==> src/sv/tdmb_pkg.sv <==
// ----------------------------------------------------------------------------
// tdmb_pkg
// Shared types, constants and functions of the tick divider with Morse beeper.
// ----------------------------------------------------------------------------
`default_nettype none

package tdmb_pkg;

    localparam int unsigned MSG_LEN     = 4;
    localparam int unsigned CHAR_W      = 8;
    localparam int unsigned CNT_W       = 8;
    localparam int unsigned IDX_W       = 3;
    localparam int unsigned ELEM_W      = 3;
    localparam int unsigned PAT_W       = 5;
    localparam int unsigned ADDR_W      = 5;
    localparam int unsigned DATA_W      = 32;

    typedef enum logic [1:0] {
        MODE_STEADY = 2'd0,
        MODE_SILENT = 2'd1,
        MODE_BEACON = 2'd2,
        MODE_CHIRP  = 2'd3
    } t_mode;

    typedef enum logic [2:0] {
        REG_MSG_CHAR_0   = 3'd0,
        REG_MSG_CHAR_1   = 3'd1,
        REG_MSG_CHAR_2   = 3'd2,
        REG_MSG_CHAR_3   = 3'd3,
        REG_SERVO_DIVIDE = 3'd4,
        REG_SAFE_PERIOD  = 3'd5,
        REG_FLIGHT_PERIOD = 3'd6
    } t_reg_idx;

    localparam logic [CHAR_W-1:0] RST_MSG_CHAR_0    = 8'd49;
    localparam logic [CHAR_W-1:0] RST_MSG_CHAR_1    = 8'd53;
    localparam logic [CHAR_W-1:0] RST_MSG_CHAR_2    = 8'd48;
    localparam logic [CHAR_W-1:0] RST_MSG_CHAR_3    = 8'd55;
    localparam logic [CNT_W-1:0]  RST_SERVO_DIVIDE  = 8'd3;
    localparam logic [CNT_W-1:0]  RST_SAFE_PERIOD   = 8'd25;
    localparam logic [CNT_W-1:0]  RST_FLIGHT_PERIOD = 8'd125;

    localparam logic [CNT_W-1:0]  TONE_DAH     = 8'd20;
    localparam logic [CNT_W-1:0]  TONE_DIT     = 8'd6;
    localparam logic [CNT_W-1:0]  GAP_ELEMENT  = 8'd6;
    localparam logic [CNT_W-1:0]  GAP_CHAR     = 8'd50;
    localparam logic [CNT_W-1:0]  GAP_MESSAGE  = 8'd250;
    localparam logic [ELEM_W-1:0] ELEMS_AFTER_FIRST = 3'd4;

    localparam logic [CNT_W-1:0]  CHIRP_LOW_END  = 8'd10;
    localparam logic [CNT_W-1:0]  CHIRP_BAND_LO  = 8'd20;
    localparam logic [CNT_W-1:0]  CHIRP_BAND_HI  = 8'd40;

    localparam logic [CHAR_W-1:0] ASCII_ZERO = 8'd48;
    localparam logic [CHAR_W-1:0] ASCII_NINE = 8'd57;

    typedef struct packed {
        logic [MSG_LEN-1:0][CHAR_W-1:0] msg_char;
        logic [CNT_W-1:0]               servo_divide;
        logic [CNT_W-1:0]               safe_period;
        logic [CNT_W-1:0]               flight_period;
    } t_cfg;

    typedef struct packed {
        logic measure_pulse;
        logic servo_pulse;
        logic buzzer_on;
    } t_result;

    typedef struct packed {
        logic             is_digit;
        logic [PAT_W-1:0] pattern;
    } t_digit;

    function automatic logic [CHAR_W-1:0] char_at(input t_cfg cfg,
                                                   input logic [IDX_W-1:0] idx);
        logic [CHAR_W-1:0] c;
        c = '0;
        if (idx < IDX_W'(MSG_LEN)) begin
            c = cfg.msg_char[idx[1:0]];
        end
        return c;
    endfunction

    function automatic t_digit digit_code(input logic [CHAR_W-1:0] c);
        t_digit           r;
        logic [CHAR_W-1:0] d;
        r.is_digit = 1'b0;
        r.pattern  = '0;
        d          = c - ASCII_ZERO;
        if (c >= ASCII_ZERO && c <= ASCII_NINE) begin
            r.is_digit = 1'b1;
            case (d[3:0])
                4'd0: r.pattern = 5'b11111;
                4'd1: r.pattern = 5'b11110;
                4'd2: r.pattern = 5'b11100;
                4'd3: r.pattern = 5'b11000;
                4'd4: r.pattern = 5'b10000;
                4'd5: r.pattern = 5'b00000;
                4'd6: r.pattern = 5'b00001;
                4'd7: r.pattern = 5'b00011;
                4'd8: r.pattern = 5'b00111;
                4'd9: r.pattern = 5'b01111;
                default: r.pattern = 5'b00000;
            endcase
        end
        return r;
    endfunction

endpackage

`default_nettype wire

==> src/sv/tdmb_cfg.sv <==
// ----------------------------------------------------------------------------
// tdmb_cfg
// Configuration register file behind the APB-style port.
// ----------------------------------------------------------------------------
`default_nettype none

module tdmb_cfg (
    input  wire logic                        i_clk,
    input  wire logic                        i_rst_n,
    input  wire logic                        psel,
    input  wire logic                        penable,
    input  wire logic                        pwrite,
    input  wire logic [tdmb_pkg::ADDR_W-1:0] paddr,
    input  wire logic [tdmb_pkg::DATA_W-1:0] pwdata,
    output logic      [tdmb_pkg::DATA_W-1:0] prdata,
    output logic                             pready,
    output tdmb_pkg::t_cfg                   o_cfg
);

    tdmb_pkg::t_cfg r_cfg;
    logic [2:0]     idx;
    logic           wr_en;
    logic [7:0]     rd_byte;

    assign idx    = paddr[4:2];
    assign pready = 1'b1;
    assign wr_en  = psel && penable && pwrite && pready;
    assign o_cfg  = r_cfg;

    always_ff @(posedge i_clk) begin
        if (!i_rst_n) begin
            r_cfg.msg_char[0]   <= tdmb_pkg::RST_MSG_CHAR_0;
            r_cfg.msg_char[1]   <= tdmb_pkg::RST_MSG_CHAR_1;
            r_cfg.msg_char[2]   <= tdmb_pkg::RST_MSG_CHAR_2;
            r_cfg.msg_char[3]   <= tdmb_pkg::RST_MSG_CHAR_3;
            r_cfg.servo_divide  <= tdmb_pkg::RST_SERVO_DIVIDE;
            r_cfg.safe_period   <= tdmb_pkg::RST_SAFE_PERIOD;
            r_cfg.flight_period <= tdmb_pkg::RST_FLIGHT_PERIOD;
        end else if (wr_en) begin
            case (idx)
                tdmb_pkg::REG_MSG_CHAR_0:    r_cfg.msg_char[0]   <= pwdata[7:0];
                tdmb_pkg::REG_MSG_CHAR_1:    r_cfg.msg_char[1]   <= pwdata[7:0];
                tdmb_pkg::REG_MSG_CHAR_2:    r_cfg.msg_char[2]   <= pwdata[7:0];
                tdmb_pkg::REG_MSG_CHAR_3:    r_cfg.msg_char[3]   <= pwdata[7:0];
                tdmb_pkg::REG_SERVO_DIVIDE:  r_cfg.servo_divide  <= pwdata[7:0];
                tdmb_pkg::REG_SAFE_PERIOD:   r_cfg.safe_period   <= pwdata[7:0];
                tdmb_pkg::REG_FLIGHT_PERIOD: r_cfg.flight_period <= pwdata[7:0];
                default: ;
            endcase
        end
    end

    always_comb begin
        case (idx)
            tdmb_pkg::REG_MSG_CHAR_0:    rd_byte = r_cfg.msg_char[0];
            tdmb_pkg::REG_MSG_CHAR_1:    rd_byte = r_cfg.msg_char[1];
            tdmb_pkg::REG_MSG_CHAR_2:    rd_byte = r_cfg.msg_char[2];
            tdmb_pkg::REG_MSG_CHAR_3:    rd_byte = r_cfg.msg_char[3];
            tdmb_pkg::REG_SERVO_DIVIDE:  rd_byte = r_cfg.servo_divide;
            tdmb_pkg::REG_SAFE_PERIOD:   rd_byte = r_cfg.safe_period;
            tdmb_pkg::REG_FLIGHT_PERIOD: rd_byte = r_cfg.flight_period;
            default:                     rd_byte = '0;
        endcase
        prdata = {{(tdmb_pkg::DATA_W-8){1'b0}}, rd_byte};
    end

endmodule

`default_nettype wire

==> src/sv/tdmb_core.sv <==
// ----------------------------------------------------------------------------
// tdmb_core
// Tick counters, beacon sequencer and buzzer selection for one tick.
// ----------------------------------------------------------------------------
`default_nettype none

module tdmb_core (
    input  wire logic       i_clk,
    input  wire logic       i_rst_n,
    input  wire logic       i_advance,
    input  wire logic [1:0] i_mode,
    input  wire logic       i_safe,
    input  wire tdmb_pkg::t_cfg i_cfg,
    output tdmb_pkg::t_result o_result
);

    logic [tdmb_pkg::CNT_W-1:0]  r_servo_count,   n_servo_count;
    logic [tdmb_pkg::CNT_W-1:0]  r_measure_count, n_measure_count;
    logic [tdmb_pkg::IDX_W-1:0]  r_char_index,    n_char_index;
    logic [tdmb_pkg::ELEM_W-1:0] r_elements_left, n_elements_left;
    logic [tdmb_pkg::CNT_W-1:0]  r_phase_timer,   n_phase_timer;
    logic [tdmb_pkg::PAT_W-1:0]  r_symbol_pattern, n_symbol_pattern;
    logic                        r_tone_phase,    n_tone_phase;

    logic [tdmb_pkg::CNT_W-1:0]  period;
    logic [tdmb_pkg::CHAR_W-1:0] cur_char;
    logic [tdmb_pkg::PAT_W-1:0]  shifted;
    tdmb_pkg::t_digit            digit;
    tdmb_pkg::t_result           res;

    assign cur_char = tdmb_pkg::char_at(i_cfg, r_char_index);
    assign digit    = tdmb_pkg::digit_code(cur_char);
    assign shifted  = {1'b0, r_symbol_pattern[tdmb_pkg::PAT_W-1:1]};
    assign period   = i_safe ? i_cfg.safe_period : i_cfg.flight_period;
    assign o_result = res;

    always_comb begin
        res.servo_pulse   = 1'b0;
        res.measure_pulse = 1'b0;
        res.buzzer_on     = 1'b0;

        n_servo_count = r_servo_count + 8'd1;
        if (n_servo_count >= i_cfg.servo_divide) begin
            n_servo_count   = '0;
            res.servo_pulse = 1'b1;
        end
        n_measure_count = r_measure_count + 8'd1;
        if (n_measure_count >= period) begin
            n_measure_count   = '0;
            res.measure_pulse = 1'b1;
        end

        n_char_index     = r_char_index;
        n_elements_left  = r_elements_left;
        n_phase_timer    = r_phase_timer;
        n_symbol_pattern = r_symbol_pattern;
        n_tone_phase     = r_tone_phase;

        if (i_mode == tdmb_pkg::MODE_BEACON) begin
            if (r_phase_timer != '0) begin
                n_phase_timer = r_phase_timer - 8'd1;
            end else if (r_tone_phase) begin
                n_tone_phase  = 1'b0;
                n_phase_timer = (r_elements_left == '0) ? tdmb_pkg::GAP_CHAR
                                                        : tdmb_pkg::GAP_ELEMENT;
                if (r_elements_left == '0 && cur_char == '0) begin
                    n_char_index  = '0;
                    n_phase_timer = tdmb_pkg::GAP_MESSAGE;
                end
            end else if (r_elements_left != '0) begin
                n_elements_left  = r_elements_left - 3'd1;
                n_symbol_pattern = shifted;
                n_phase_timer    = shifted[0] ? tdmb_pkg::TONE_DAH : tdmb_pkg::TONE_DIT;
                n_tone_phase     = 1'b1;
            end else begin
                if (digit.is_digit) begin
                    n_symbol_pattern = digit.pattern;
                    n_elements_left  = tdmb_pkg::ELEMS_AFTER_FIRST;
                    n_tone_phase     = 1'b1;
                    n_phase_timer    = digit.pattern[0] ? tdmb_pkg::TONE_DAH
                                                        : tdmb_pkg::TONE_DIT;
                end else begin
                    n_symbol_pattern = '0;
                end
                n_char_index = (r_char_index >= tdmb_pkg::IDX_W'(tdmb_pkg::MSG_LEN))
                             ? '0 : r_char_index + 3'd1;
            end
        end

        case (i_mode)
            tdmb_pkg::MODE_STEADY: res.buzzer_on = 1'b1;
            tdmb_pkg::MODE_SILENT: res.buzzer_on = 1'b0;
            tdmb_pkg::MODE_BEACON: res.buzzer_on = n_tone_phase;
            default: begin
                res.buzzer_on = (n_measure_count < tdmb_pkg::CHIRP_LOW_END)
                             || (n_measure_count > tdmb_pkg::CHIRP_BAND_LO
                                 && n_measure_count < tdmb_pkg::CHIRP_BAND_HI);
            end
        endcase
    end

    always_ff @(posedge i_clk) begin
        if (!i_rst_n) begin
            r_servo_count    <= '0;
            r_measure_count  <= '0;
            r_char_index     <= '0;
            r_elements_left  <= '0;
            r_phase_timer    <= '0;
            r_symbol_pattern <= '0;
            r_tone_phase     <= 1'b0;
        end else if (i_advance) begin
            r_servo_count    <= n_servo_count;
            r_measure_count  <= n_measure_count;
            r_char_index     <= n_char_index;
            r_elements_left  <= n_elements_left;
            r_phase_timer    <= n_phase_timer;
            r_symbol_pattern <= n_symbol_pattern;
            r_tone_phase     <= n_tone_phase;
        end
    end

    a_index_range: assert property (@(posedge i_clk) disable iff (!i_rst_n)
        r_char_index <= 3'd4)
        else $error("Message index beyond the terminator.");

    a_elements_range: assert property (@(posedge i_clk) disable iff (!i_rst_n)
        r_elements_left <= tdmb_pkg::ELEMS_AFTER_FIRST)
        else $error("Element count out of range.");

    a_beacon_hold: assert property (@(posedge i_clk) disable iff (!i_rst_n)
        (i_advance && i_mode != tdmb_pkg::MODE_BEACON) |=>
        ($stable(r_phase_timer) && $stable(r_tone_phase) && $stable(r_char_index)))
        else $error("Beacon state moved outside beacon mode.");

    a_servo_wrap: assert property (@(posedge i_clk) disable iff (!i_rst_n)
        (i_advance && res.servo_pulse) |=> (r_servo_count == '0))
        else $error("Servo counter did not clear on its pulse.");

    a_silent_gap: assert property (@(posedge i_clk) disable iff (!i_rst_n)
        (i_advance && i_mode == tdmb_pkg::MODE_BEACON && r_phase_timer == '0
         && r_tone_phase) |=> !r_tone_phase)
        else $error("Tone did not end when its timer ran out.");

endmodule

`default_nettype wire

==> src/sv/tick_divider_morse_beeper.sv <==
// ----------------------------------------------------------------------------
// tick_divider_morse_beeper
// Timer tick divider with servo and measure pulses and a Morse beacon buzzer.
// ----------------------------------------------------------------------------
// A tick is held in the input register and then in the result register.
// Throughput: one tick per cycle while the result is taken, set by the single
// input and result register; a result that waits to be taken stalls the input.
// Reset is synchronous and active low; it clears counters, beacon state and
// valid flags, and loads the register defaults.
// ----------------------------------------------------------------------------
`default_nettype none

module tick_divider_morse_beeper (
    input  wire logic                        i_clk,
    input  wire logic                        i_rst_n,
    input  wire logic                        s_tvalid,
    output logic                             s_tready,
    // [1:0] buzzer_mode, [2] safe_mode, [7:3] zero
    input  wire logic [7:0]                  s_tdata,
    output logic                             m_tvalid,
    input  wire logic                        m_tready,
    // [0] buzzer_on, [1] servo_pulse, [2] measure_pulse, [7:3] zero
    output logic      [7:0]                  m_tdata,
    input  wire logic                        psel,
    input  wire logic                        penable,
    input  wire logic                        pwrite,
    input  wire logic [tdmb_pkg::ADDR_W-1:0] paddr,
    input  wire logic [tdmb_pkg::DATA_W-1:0] pwdata,
    output logic      [tdmb_pkg::DATA_W-1:0] prdata,
    output logic                             pready
);

    tdmb_pkg::t_cfg    cfg;
    tdmb_pkg::t_result result;

    logic       r_in_valid;
    logic [1:0] r_in_mode;
    logic       r_in_safe;
    logic       r_out_valid;
    logic [2:0] r_out_data;
    logic       advance;

    assign advance  = r_in_valid && (!r_out_valid || m_tready);
    assign s_tready = !r_in_valid || advance;
    assign m_tvalid = r_out_valid;
    assign m_tdata  = {5'd0, r_out_data};

    tdmb_cfg u_cfg (
        .i_clk   (i_clk),
        .i_rst_n (i_rst_n),
        .psel    (psel),
        .penable (penable),
        .pwrite  (pwrite),
        .paddr   (paddr),
        .pwdata  (pwdata),
        .prdata  (prdata),
        .pready  (pready),
        .o_cfg   (cfg)
    );

    tdmb_core u_core (
        .i_clk     (i_clk),
        .i_rst_n   (i_rst_n),
        .i_advance (advance),
        .i_mode    (r_in_mode),
        .i_safe    (r_in_safe),
        .i_cfg     (cfg),
        .o_result  (result)
    );

    always_ff @(posedge i_clk) begin
        if (!i_rst_n) begin
            r_in_valid  <= 1'b0;
            r_out_valid <= 1'b0;
        end else begin
            if (s_tready) begin
                r_in_valid <= s_tvalid;
            end
            if (advance) begin
                r_out_valid <= 1'b1;
            end else if (m_tready) begin
                r_out_valid <= 1'b0;
            end
        end
    end

    always_ff @(posedge i_clk) begin
        if (s_tready && s_tvalid) begin
            r_in_mode <= s_tdata[1:0];
            r_in_safe <= s_tdata[2];
        end
        if (advance) begin
            r_out_data <= {result.measure_pulse, result.servo_pulse, result.buzzer_on};
        end
    end

endmodule

`default_nettype wire
==> config.mk <==
export PLATFORM = sky130hd
export DESIGN_NAME = tick_divider_morse_beeper
export DESIGN_NICKNAME = d
export VERILOG_FILES = /design/src/sv/tdmb_pkg.sv /design/src/sv/tdmb_cfg.sv /design/src/sv/tdmb_core.sv /design/src/sv/tick_divider_morse_beeper.sv
export SDC_FILE = /design/constraint.sdc
export NUM_CORES = 1
export LEC_CHECK = 0
export ABC_AREA = 0
export BUFFER_PORTS_ARGS = -buffer_cell sky130_fd_sc_hd__buf_2
export CAP_MARGIN = 20
export CORE_MARGIN = 3
export CORE_UTILIZATION = 55
export DETAILED_ROUTE_END_ITERATION = 12
export PLACE_DENSITY = 0.79
export SYNTH_ARGS = -nofsm -noshare
export SYNTH_HDL_FRONTEND = slang
export SYNTH_SLANG_ARGS = --single-unit
==> constraint.sdc <==
create_clock -name i_clk -period 2.9 [get_ports i_clk]
set_clock_uncertainty 0.05 [all_clocks]
set_input_delay 0.58 -clock i_clk [delete_from_list [all_inputs] [get_ports i_clk]]
set_output_delay 0.58 -clock i_clk [all_outputs]
set_load 0.005 [all_outputs]
==> impl_metrics.py, run 1 <==
metrics = {
    "floorplanning": {
        "core_area_um2": 10000,
        "die_h_um": 109,
        "start_util": 0.581,
        "dieArea_um2": 11800,
        "fp.dieW_um": 109,
        "rows": 36,
        "ios": 95,
    },
    "critical_path": {
        "arrival_ns": 2.98,
        "crit_chain": "nand2_1, nor2_1, xor2_1, ha_1, a21o_1, a21o_1, a221oi_4, inv_2, or3_1, a21boi_1",
        "cp-start-kind": "register",
        "worst-path-max-fanout": 8,
        "path_delay_family": "compound AO/OA/AOI/OAI gates",
        "cp-end-kind": "register",
        "cpPeakStageDelay_ns": 0.50,
        "crit_slowest_cell": "dfxtp_1",
        "cp_common_cell": "a21o_1",
        "cp_num_buf_inv": 1,
        "crit_required_ns": 3.16,
        "worst-setup-path-type": "reg -> reg",
    },
    "drt": {
        "num_vias": 4858,
        "finalWirelength_um": 13200,
        "dr.first_iter.drc_count": 379,
        "wl_met3_um": 886,
        "met2_length_um": 6290,
        "vias_per_cell": 5.87,
        "post_drt_wl_per_cell_um": 15.9,
        "wl_met1_um": 5780,
        "top_layer_used": "met4",
        "first_pass_iters": 5,
        "post-route-drc-count": 0,
        "drtAntennaViolNets": 0,
    },
    "cts": {
        "clkSinkCount": 99,
        "cts.path.max_buffers": 2,
        "cts_root_buf": "clkbuf_8",
        "ctsResizeCount": 0,
        "post_cts_buffers": 0,
        "cts_buffers": 9,
        "clk_pin_slew_ns": 0.09,
        "cts_hold_buf": 0,
        "clk_latency_ns": 0.39,
        "h-tree-depth": 3,
        "cts_tree": "done",
    },
    "timing": {
        "tightest_slew_ns": 0.698,
        "grt_setup_unrepaired": "no",
        "whs_ns": 0.332,
        "max_slew_margin": 0.534,
        "setup_violations": 0,
        "worst_slack_ns": 0.178,
        "period_share": 0.938,
        "tns_ns": 0,
        "final_hold_viol_count": 0,
        "fmax_mhz": 367,
        "period_minus_slack_ns": 2.72,
        "slew_violations": 0,
    },
    "run_status": {
        "status": "finished clean",
    },
    "grt": {
        "track_usage": 0.235,
        "grt-ovfl-total": 0,
        "grt_max_degree": 55,
        "grt_pass1_wl_um": 22100,
        "antenna_found_initial": 0,
        "first_global_vias": 4582,
    },
    "logic_synthesis": {
        "yosysUniqueCellTypes": 68,
        "netlist_area_um2": 5810,
        "avgSynthCellArea_um2": 8.84,
        "ys_seq_elements": 99,
        "synthArstFlopShare": 0,
        "yosysSeqAreaShare": 0.352,
        "synth_ff_type": "dfxtp_1",
        "syn_inst": 657,
        "synth-edff-count": 6,
        "synth_warnings": 0,
    },
    "final_layout": {
        "multiInputGateArea_um2": 3450,
        "drive_gt1_frac": 0.138,
        "antennaDiodeCount": 0,
        "final-seq-area_um2": 2040,
        "fill_cells": 851,
        "stdcell_count": 827,
        "area_growth_pct": 7.78,
        "final_nets": 762,
    },
    "placement": {
        "place_ws_ns": 0.217,
        "port_buffers": 33,
        "dpl.hpwl_um": 9560,
        "place_congestion": 0.879,
        "dp_cells": 811,
    },
    "power": {
        "p_leak_nw": 2.46,
        "power.density_nw_per_um2": 425,
        "p_total_mw": 2.66,
        "peakVddDrop_v": 0.000377,
    },
    "worst_hold_path": {
        "hold_class": "in -> reg",
    },
    "run": {
        "max_cap_violations": 0,
    },
}
==> layout make-up <==
class | instances | area share
clock buffers | 9 | 0.0198
clock inverters | 7 | 0.0128
inverters | 18 | 0.0108
multi-input cells | 508 | 0.551
flip-flops and latches | 99 | 0.326
well taps | 133 | 0.0266
repair buffers | 53 | 0.0524
==> Yosys cell counts (all sizes together), types with 11 or more instances <==
cell type / number / area (µm²)
o21ai: 28 / 140
nor3: 11 / 55.1
ha: 21 / 263
nor2b: 31 / 194
nor2: 34 / 135
clkbuf: 22 / 82.6
nand3: 37 / 185
a21boi: 23 / 173
mux4: 11 / 248
buf: 38 / 273
a21oi: 16 / 83.8
nand2: 93 / 349
mux2i: 54 / 541
dfxtp: 93 / 1860
inv: 16 / 60.1
==> routing by layer <==
| metal | global-route usage | vias to the layer above |
|---|---|---|
| met1 | 0.307 | 2312 |
| met3 | 0.0521 | 19 |
| li1 | - | 2347 |
| met5 | 0 | - |
| met4 | 0.0947 | 0 |
| met2 | 0.379 | 180 |
==> report_power, final <==
group	switching, mW	internal (mW)	total [mW]
Combinational	0.179	0.121	0.300
Clock	0.528	0.413	0.941
Sequential	0.0236	1.40	1.42
Total	0.731	1.93	2.66
==> flip-flops by register name, summed over array words and instances, names as in the netlist, 3 cells and up <==
register,flops
u_core.r_measure_count,8
u_core.r_phase_timer,8
u_core.r_servo_count,8
u_cfg.o_cfg,56
u_core.r_symbol_pattern,4
u_core.r_char_index,3
r_out_data,3
u_core.r_elements_left,3
==> final timing paths <==
kind	from	end	slack, ns	depth (start not counted)
setup reg to reg	u_core.r_measure_count[0]$_SDFFE_PN0P_	u_core.r_measure_count[0]$_SDFFE_PN0P_	0.18	10
hold reg to reg	u_core.r_symbol_pattern[4]$_SDFFE_PN0P_	u_core.r_symbol_pattern[4]$_SDFFE_PN0P_	0.41	2
setup / recovery	u_core.r_measure_count[0]$_SDFFE_PN0P_	u_core.r_measure_count[0]$_SDFFE_PN0P_	0.18	10
hold / removal	s_tdata[2]	r_in_safe$_DFFE_PP_	0.33	1
==> placed cells by master (no fill, tap or decap), drive strengths merged, types with 6 or more instances in the layout <==
cell type / n
nand2: 93
dfxtp: 93
mux2i: 54
buf: 53
nand3: 37
nor2: 34
nor2b: 31
conb: 30
o21ai: 28
a21boi: 23
ha: 21
inv: 20
a21oi: 16
mux4: 11
nor3: 11
clkbuf: 9
nand2b: 7
xnor2: 7
o21a: 6
or3: 6
xor2: 6
a21o: 6
edfxtp: 6
==> logic make-up (layout without fill, tap and decap cells) <==
group / after synthesis / in the layout / share of synthesized area
AOI/OAI and AO/OA: 122 / 122 / 0.150
other: 2 / 30 / 0.00129
DFF: 99 / 99 / 0.352
adders and majority gates: 21 / 21 / 0.0452
muxes: 70 / 70 / 0.145
and+or+nand+nor: 252 / 252 / 0.214
xor gates and xnor gates: 13 / 13 / 0.0196
buffers and inverters: 78 / 87 / 0.0728
==> stage by stage <==
step	util	cell area, µm²
floorplan	-	5910
global placement	0.605	6050
detailed placement	0.605	6050
CTS	0.626	6260
global route	0.626	6260
finish	0.626	6260
(Power assumes the default switching activity.)
==> run 2, diff against run 1 <==
--- a/config.mk
+++ b/config.mk
@@ -5,7 +5,7 @@
 export SDC_FILE = /design/constraint.sdc
 export NUM_CORES = 1
 export LEC_CHECK = 0
-export ABC_AREA = 0
+export ABC_AREA = 1
 export BUFFER_PORTS_ARGS = -buffer_cell sky130_fd_sc_hd__buf_2
 export CAP_MARGIN = 20
 export CORE_MARGIN = 3
==> run 2 against run 1 <==
Sequential share of layout area grew 1.8 points; total power grew 4.4%; setup slack gained 0.044 ns; non-clock buffer count shrank 10; critical path depth grew 3.
==> impl_metrics.py, run 2 <==
metrics = {
    "critical_path": {
        "worst-path-max-fanout": 9,
        "crit_required_ns": 3.06,
        "regToRegSetupSlack_ns": 0.22,
        "cp-start-kind": "register",
        "worst-setup-path-type": "reg -> reg",
        "ff2ff_path_depth": 13,
        "regToRegEndpoint": "r_out_data[0]$_DFFE_PP_",
        "cp-end-kind": "register",
        "reg2reg_from": "u_core.r_measure_count[0]$_SDFFE_PN0P_",
        "cp-endpoint": "r_out_data[0]$_DFFE_PP_",
        "startpoint": "u_core.r_measure_count[0]$_SDFFE_PN0P_",
        "arrival_ns": 2.84,
    },
    "logic_synthesis": {
        "synth_ff_type": "dfxtp_1",
        "yosysUniqueCellTypes": 40,
        "avgSynthCellArea_um2": 7.12,
        "synth-edff-count": 6,
        "yosysSeqAreaShare": 0.370,
        "synthArstFlopShare": 0,
        "synth_most_common_cell": "nand2_1",
        "syn_inst": 774,
        "ys_seq_elements": 99,
        "synthTopCellsByCount": "nand2_1 (148), dfxtp_1 (93), inv_1 (91)",
        "synthTopCellsByArea": "dfxtp_1 (34%), nand2_1 (10%), o21ai_0 (6.4%)",
        "netlist_area_um2": 5510,
        "yosysTopAreaCellShare": 0.338,
        "yosys.area.top_type": "dfxtp_1",
        "synth_warnings": 0,
    },
    "final_layout": {
        "drive_gt1_frac": 0.116,
        "largest_register_ffs": 56,
        "antennaDiodeCount": 0,
        "layout.cells.most_common": "nand2_1",
        "area_growth_pct": 7.51,
        "final_nets": 881,
        "final_cell_mix": "nand2_1 (148), dfxtp_1 (93), inv_1 (91), o21ai_0 (70), a21oi_1 (69)",
        "fin_util": 0.624,
    },
    "power": {
        "switching_power_uw": 824,
        "intPower_mw": 1.95,
        "peakVddDrop_v": 0.000255,
        "netSwitchingFraction": 0.297,
        "seqPwrFrac": 0.520,
        "p_clk_frac": 0.329,
        "p_leak_nw": 2.76,
        "combPwrFrac": 0.151,
        "power.density_nw_per_um2": 469,
    },
    "cts": {
        "cts_root_buf": "clkbuf_8",
        "cts.path.max_buffers": 2,
        "cts_hold_buf": 0,
        "cts_tree": "done",
        "clk_pin_slew_ns": 0.10,
        "cts_buffers": 9,
        "clk_latency_ns": 0.37,
        "clkSinkCount": 99,
        "post_cts_buffers": 0,
        "h-tree-depth": 3,
    },
    "timing": {
        "slew_violations": 0,
        "max_slew_margin": 0.572,
        "fmax_mhz": 373,
        "setup_violations": 0,
        "period_share": 0.923,
        "final_hold_viol_count": 0,
        "worst_slack_ns": 0.222,
        "tns_ns": 0,
        "grt_setup_unrepaired": "no",
        "tightest_slew_ns": 0.637,
        "period_minus_slack_ns": 2.68,
    },
    "drt": {
        "finalWirelength_um": 13700,
        "drtAntennaViolNets": 0,
        "dr.first_iter.drc_count": 332,
        "vias_per_cell": 5.55,
        "num_vias": 5226,
        "post_drt_wl_per_cell_um": 14.6,
        "post-route-drc-count": 0,
        "first_pass_iters": 5,
    },
    "placement": {
        "port_buffers": 33,
        "place_ws_ns": 0.225,
        "dpl.hpwl_um": 10300,
        "place_congestion": 0.917,
    },
    "floorplanning": {
        "ios": 95,
        "core_area_um2": 9500,
        "fp.dieW_um": 106,
        "die_h_um": 106,
        "start_util": 0.580,
        "rows": 35,
        "dieArea_um2": 11300,
    },
    "grt": {
        "met2_usage": 0.418,
        "first_global_vias": 4830,
        "grt_use_met3": 0.0401,
        "grt-ovfl-total": 0,
        "track_usage": 0.246,
        "met1_usage": 0.315,
        "grt_pass1_wl_um": 22800,
        "grt_max_degree": 59,
        "top_usage_layer": "met2",
        "antenna_found_initial": 0,
    },
    "run": {
        "max_cap_violations": 0,
    },
    "worst_hold_path": {
        "hold_class": "in -> reg",
    },
    "run_status": {
        "status": "finished clean",
    },
}
[run 2: cell types whose count changed after synthesis, moves of 8 or more]
cell and delta:
a21boi_0 -18, inv_1 +76, mux2i_1 -54, mux4_2 -11
clkbuf_1 -8, nor3_1 -11, o21ai_0 +48, nand3_1 +14
nor2b_1 -31, nor2_1 +35, a21oi_1 +54, nand2_1 +55
[run 2: through the flow]
stage | instance area (µm²) | total power [mW] | instances | hold WS (ns)
global placement | 5710 | 1.87 | 926 | 0.404
floorplan | 5620 | 1.79 | 802 | 0.394
CTS | 5910 | 2.77 | 942 | 0.331
global route | 5930 | 2.90 | 942 | 0.323
detailed placement | 5710 | 1.88 | 926 | 0.411
finish | 5930 | 2.78 | 942 | 0.335
[run 2: worst min path at each step]
stage / start / end / cells after the start
finish: s_tdata[2] / r_in_safe$_DFFE_PP_ / 1
global route: s_tdata[2] / r_in_safe$_DFFE_PP_ / 1
CTS: s_tdata[2] / r_in_safe$_DFFE_PP_ / 1
detailed placement: u_cfg.o_cfg[40]$_SDFFE_PN0P_ / u_cfg.o_cfg[40]$_SDFFE_PN0P_ / 2
global placement: u_core.r_symbol_pattern[3]$_SDFFE_PN0P_ / u_core.r_symbol_pattern[3]$_SDFFE_PN0P_ / 2
floorplan: u_cfg.o_cfg[13]$_SDFFE_PN0P_ / u_cfg.o_cfg[13]$_SDFFE_PN0P_ / 2
[run 2: power groups by stage]
stage | registers (mW) | clock network (mW) | logic, mW
after global routing | 1.45 | 0.976 | 0.475
final | 1.44 | 0.913 | 0.421
after floorplan | 1.46 | 0 | 0.323
after CTS | 1.44 | 0.915 | 0.414
after detailed placement | 1.47 | 0 | 0.411
after global placement | 1.47 | 0 | 0.394
[run 2: cell type report]
type                       instances  area [µm²]
fill                             874        3570
multi-input combinational        554        2900
sequential                        99        2040
inverter                         101         384
timing repair buffer              43         240
tap                              129         161
clock buffer                       9         124
clock inverter                     7        75.1
[run 2: cell families after synthesis]
| kind of cell | count (synthesis) | share of synthesized area |
|---|---|---|
| other | 2 | 0.00136 |
| adders and majority gates | 21 | 0.0477 |
| AOI/OAI and AO/OA | 188 | 0.191 |
| DFF | 99 | 0.370 |
| buffers and inverters | 149 | 0.126 |
| and+or+nand+nor | 302 | 0.243 |
| xor gates and xnor gates | 13 | 0.0206 |
[run 2: repair_timing]
action,in CTS,in global routing
hold endpoints to repair,0,0
endpoints found under the setup margin,0,9
gates resized for setup,0,3
[run 2: metal layers]
layer  vias to the layer above  part of all wire
met5                         -                 0
met4                         0             0.023
met3                        32             0.064
met2                       206              0.48
met1                      2418              0.43
li1                       2570                 -
[run 2: worst max-delay path, cell delays in order, from the launching register on]
cell      delay, ns
dfxtp_1        0.40
ha_1           0.20
nand3_1        0.13
nand3b_1       0.23
xor2_2         0.19
ha_1           0.29
nand2_1        0.06
nor2_1         0.15
nand4_1        0.09
nand3_1        0.12
clkinv_1       0.23
nand2_1        0.18
nand2_1        0.06
a21oi_1        0.15
==> run 3, diff against run 2 <==
--- a/config.mk
+++ b/config.mk
@@ -8,7 +8,7 @@
 export ABC_AREA = 1
 export BUFFER_PORTS_ARGS = -buffer_cell sky130_fd_sc_hd__buf_2
 export CAP_MARGIN = 20
-export CORE_MARGIN = 3
+export CORE_MARGIN = 2
 export CORE_UTILIZATION = 55
 export DETAILED_ROUTE_END_ITERATION = 12
 export PLACE_DENSITY = 0.79
==> run 3 against run 2 <==
Final cell count increased by 0.42%; critical path type unchanged; largest power group unchanged; non-clock buffer count is the same; first-iteration DRC count down 3.9%; global-route usage increased by 1.0 points; largest cell class unchanged.
==> impl_metrics.py, run 3 (synthesis gave the netlist of run 2 again) <==
metrics = {
    "run_status": {
        "status": "finished clean",
    },
    "critical_path": {
        "cp-end-kind": "register",
        "worst-setup-path-type": "reg -> reg",
        "crit_required_ns": 2.98,
        "arrival_ns": 2.70,
        "worst-path-max-fanout": 9,
        "cp-start-kind": "register",
    },
    "timing": {
        "tns_ns": 0,
        "period_minus_slack_ns": 2.62,
        "period_share": 0.905,
        "slew_violations": 0,
        "final_hold_viol_count": 0,
        "tightest_slew_ns": 0.685,
        "setup_violations": 0,
        "grt_setup_unrepaired": "no",
        "max_slew_margin": 0.539,
        "fmax_mhz": 381,
    },
    "floorplanning": {
        "start_util": 0.564,
        "rows": 36,
        "dieArea_um2": 10800,
        "ios": 95,
        "core_area_um2": 9770,
        "die_h_um": 104,
        "fp.dieW_um": 104,
    },
    "drt": {
        "finalWirelength_um": 13500,
        "vias_per_cell": 5.46,
        "first_pass_iters": 5,
        "post-route-drc-count": 0,
        "num_vias": 5167,
        "post_drt_wl_per_cell_um": 14.3,
        "drtAntennaViolNets": 0,
        "dr.first_iter.drc_count": 319,
    },
    "cts": {
        "cts_buffers": 9,
        "post_cts_buffers": 0,
        "clk_pin_slew_ns": 0.09,
        "cts_tree": "done",
        "h-tree-depth": 3,
        "clk_latency_ns": 0.38,
        "clkSinkCount": 99,
        "cts_root_buf": "clkbuf_8",
        "cts_hold_buf": 0,
        "cts.path.max_buffers": 2,
    },
    "grt": {
        "grt_pass1_wl_um": 22600,
        "grt-ovfl-total": 0,
        "grt_max_degree": 67,
        "track_usage": 0.256,
        "first_global_vias": 4773,
        "antenna_found_initial": 0,
    },
    "final_layout": {
        "final_cell_mix": "nand2_1 (148), dfxtp_1 (93), inv_1 (91), o21ai_0 (70), a21oi_1 (69)",
        "drive_gt1_frac": 0.112,
        "fill_cells": 883,
        "fin_util": 0.603,
        "final_nets": 881,
        "layout.cells.most_common": "nand2_1",
        "largest_register_ffs": 56,
        "antennaDiodeCount": 0,
        "area_growth_pct": 6.97,
    },
    "power": {
        "p_leak_nw": 2.76,
        "power.density_nw_per_um2": 459,
        "peakVddDrop_v": 0.000399,
    },
    "placement": {
        "port_buffers": 33,
        "dpl.hpwl_um": 10100,
        "place_congestion": 0.912,
    },
    "run": {
        "max_cap_violations": 0,
    },
    "worst_hold_path": {
        "hold_class": "in -> reg",
    },
}
## run 3: cell types whose count changed in the layout (fill, tap and decap cells not counted), sizes merged
cell | before | now
clkbuf | 9 | 12
bufinv | 1 | 0
clkinvlp | 3 | 0
clkinv | 4 | 6
inv | 100 | 99
## run 3: cell type report
cell class,instances,area [µm²],share of cell area
multi-input combinational,554,2890,0.489
sequential,99,2040,0.346
inverter,101,384,0.0651
timing repair buffer,43,240,0.0407
tap,133,166,0.0282
clock buffer,12,155,0.0263
clock inverter,4,23.8,0.00403
## run 3: critical path, stage by stage (launching register included)
cell and delay (ns):
dfxtp_1 0.40, ha_1 0.20, nand3_1 0.12, nand3b_1 0.19
xor2_1 0.28, ha_1 0.29, nand2_1 0.07, nor2_1 0.05
a211oi_1 0.18, nand3_1 0.13, clkinv_1 0.17, nand2_1 0.11
nand2_1 0.07, a21oi_1 0.06
## run 3: power by group
part           switching [mW]  internal [mW]  total (mW)
clock network           0.482          0.359       0.841
logic                   0.286          0.139       0.425
registers              0.0303           1.41        1.44
## run 3: final timing paths
path,to,from,cells past startpoint,slack [ns]
hold reg to reg,u_core.r_symbol_pattern[3]$_SDFFE_PN0P_,u_core.r_symbol_pattern[3]$_SDFFE_PN0P_,2,0.42
setup / recovery,r_out_data[0]$_DFFE_PP_,u_core.r_measure_count[0]$_SDFFE_PN0P_,13,0.28
setup reg to reg,r_out_data[0]$_DFFE_PP_,u_core.r_measure_count[0]$_SDFFE_PN0P_,13,0.28
hold / removal,r_in_mode[1]$_DFFE_PP_,s_tdata[1],1,0.33
## run 3: timing repair
action,in CTS,in global routing
gates resized for setup,0,1
endpoints found under the hold margin,0,0
setup endpoints to repair,0,1
## run 3: per-layer routing
metal | vias to the layer above | share of wire | wire (µm) | track usage
met4 | 0 | 0.028 | 382 | 0.105
met2 | 163 | 0.48 | 6450 | 0.430
met5 | - | 0 | 0 | 0
met1 | 2393 | 0.43 | 5830 | 0.321
met3 | 30 | 0.065 | 873 | 0.0533
li1 | 2581 | - | - | -
## run 3: per-stage QoR
| stage | setup WS (ns) | std cells | hold WS (ns) | power, mW | cell area (µm²) |
|---|---|---|---|---|---|
| final | 0.275 | 946 | 0.328 | 2.71 | 5900 |
| after CTS | 0.275 | 946 | 0.314 | 2.72 | 5900 |
| after floorplan | 0.668 | 802 | 0.394 | 1.79 | 5620 |
| after detailed placement | 0.299 | 930 | 0.415 | 1.89 | 5720 |
| after global routing | 0.0506 | 946 | 0.321 | 2.84 | 5900 |
| after global placement | 0.350 | 930 | 0.409 | 1.87 | 5720 |
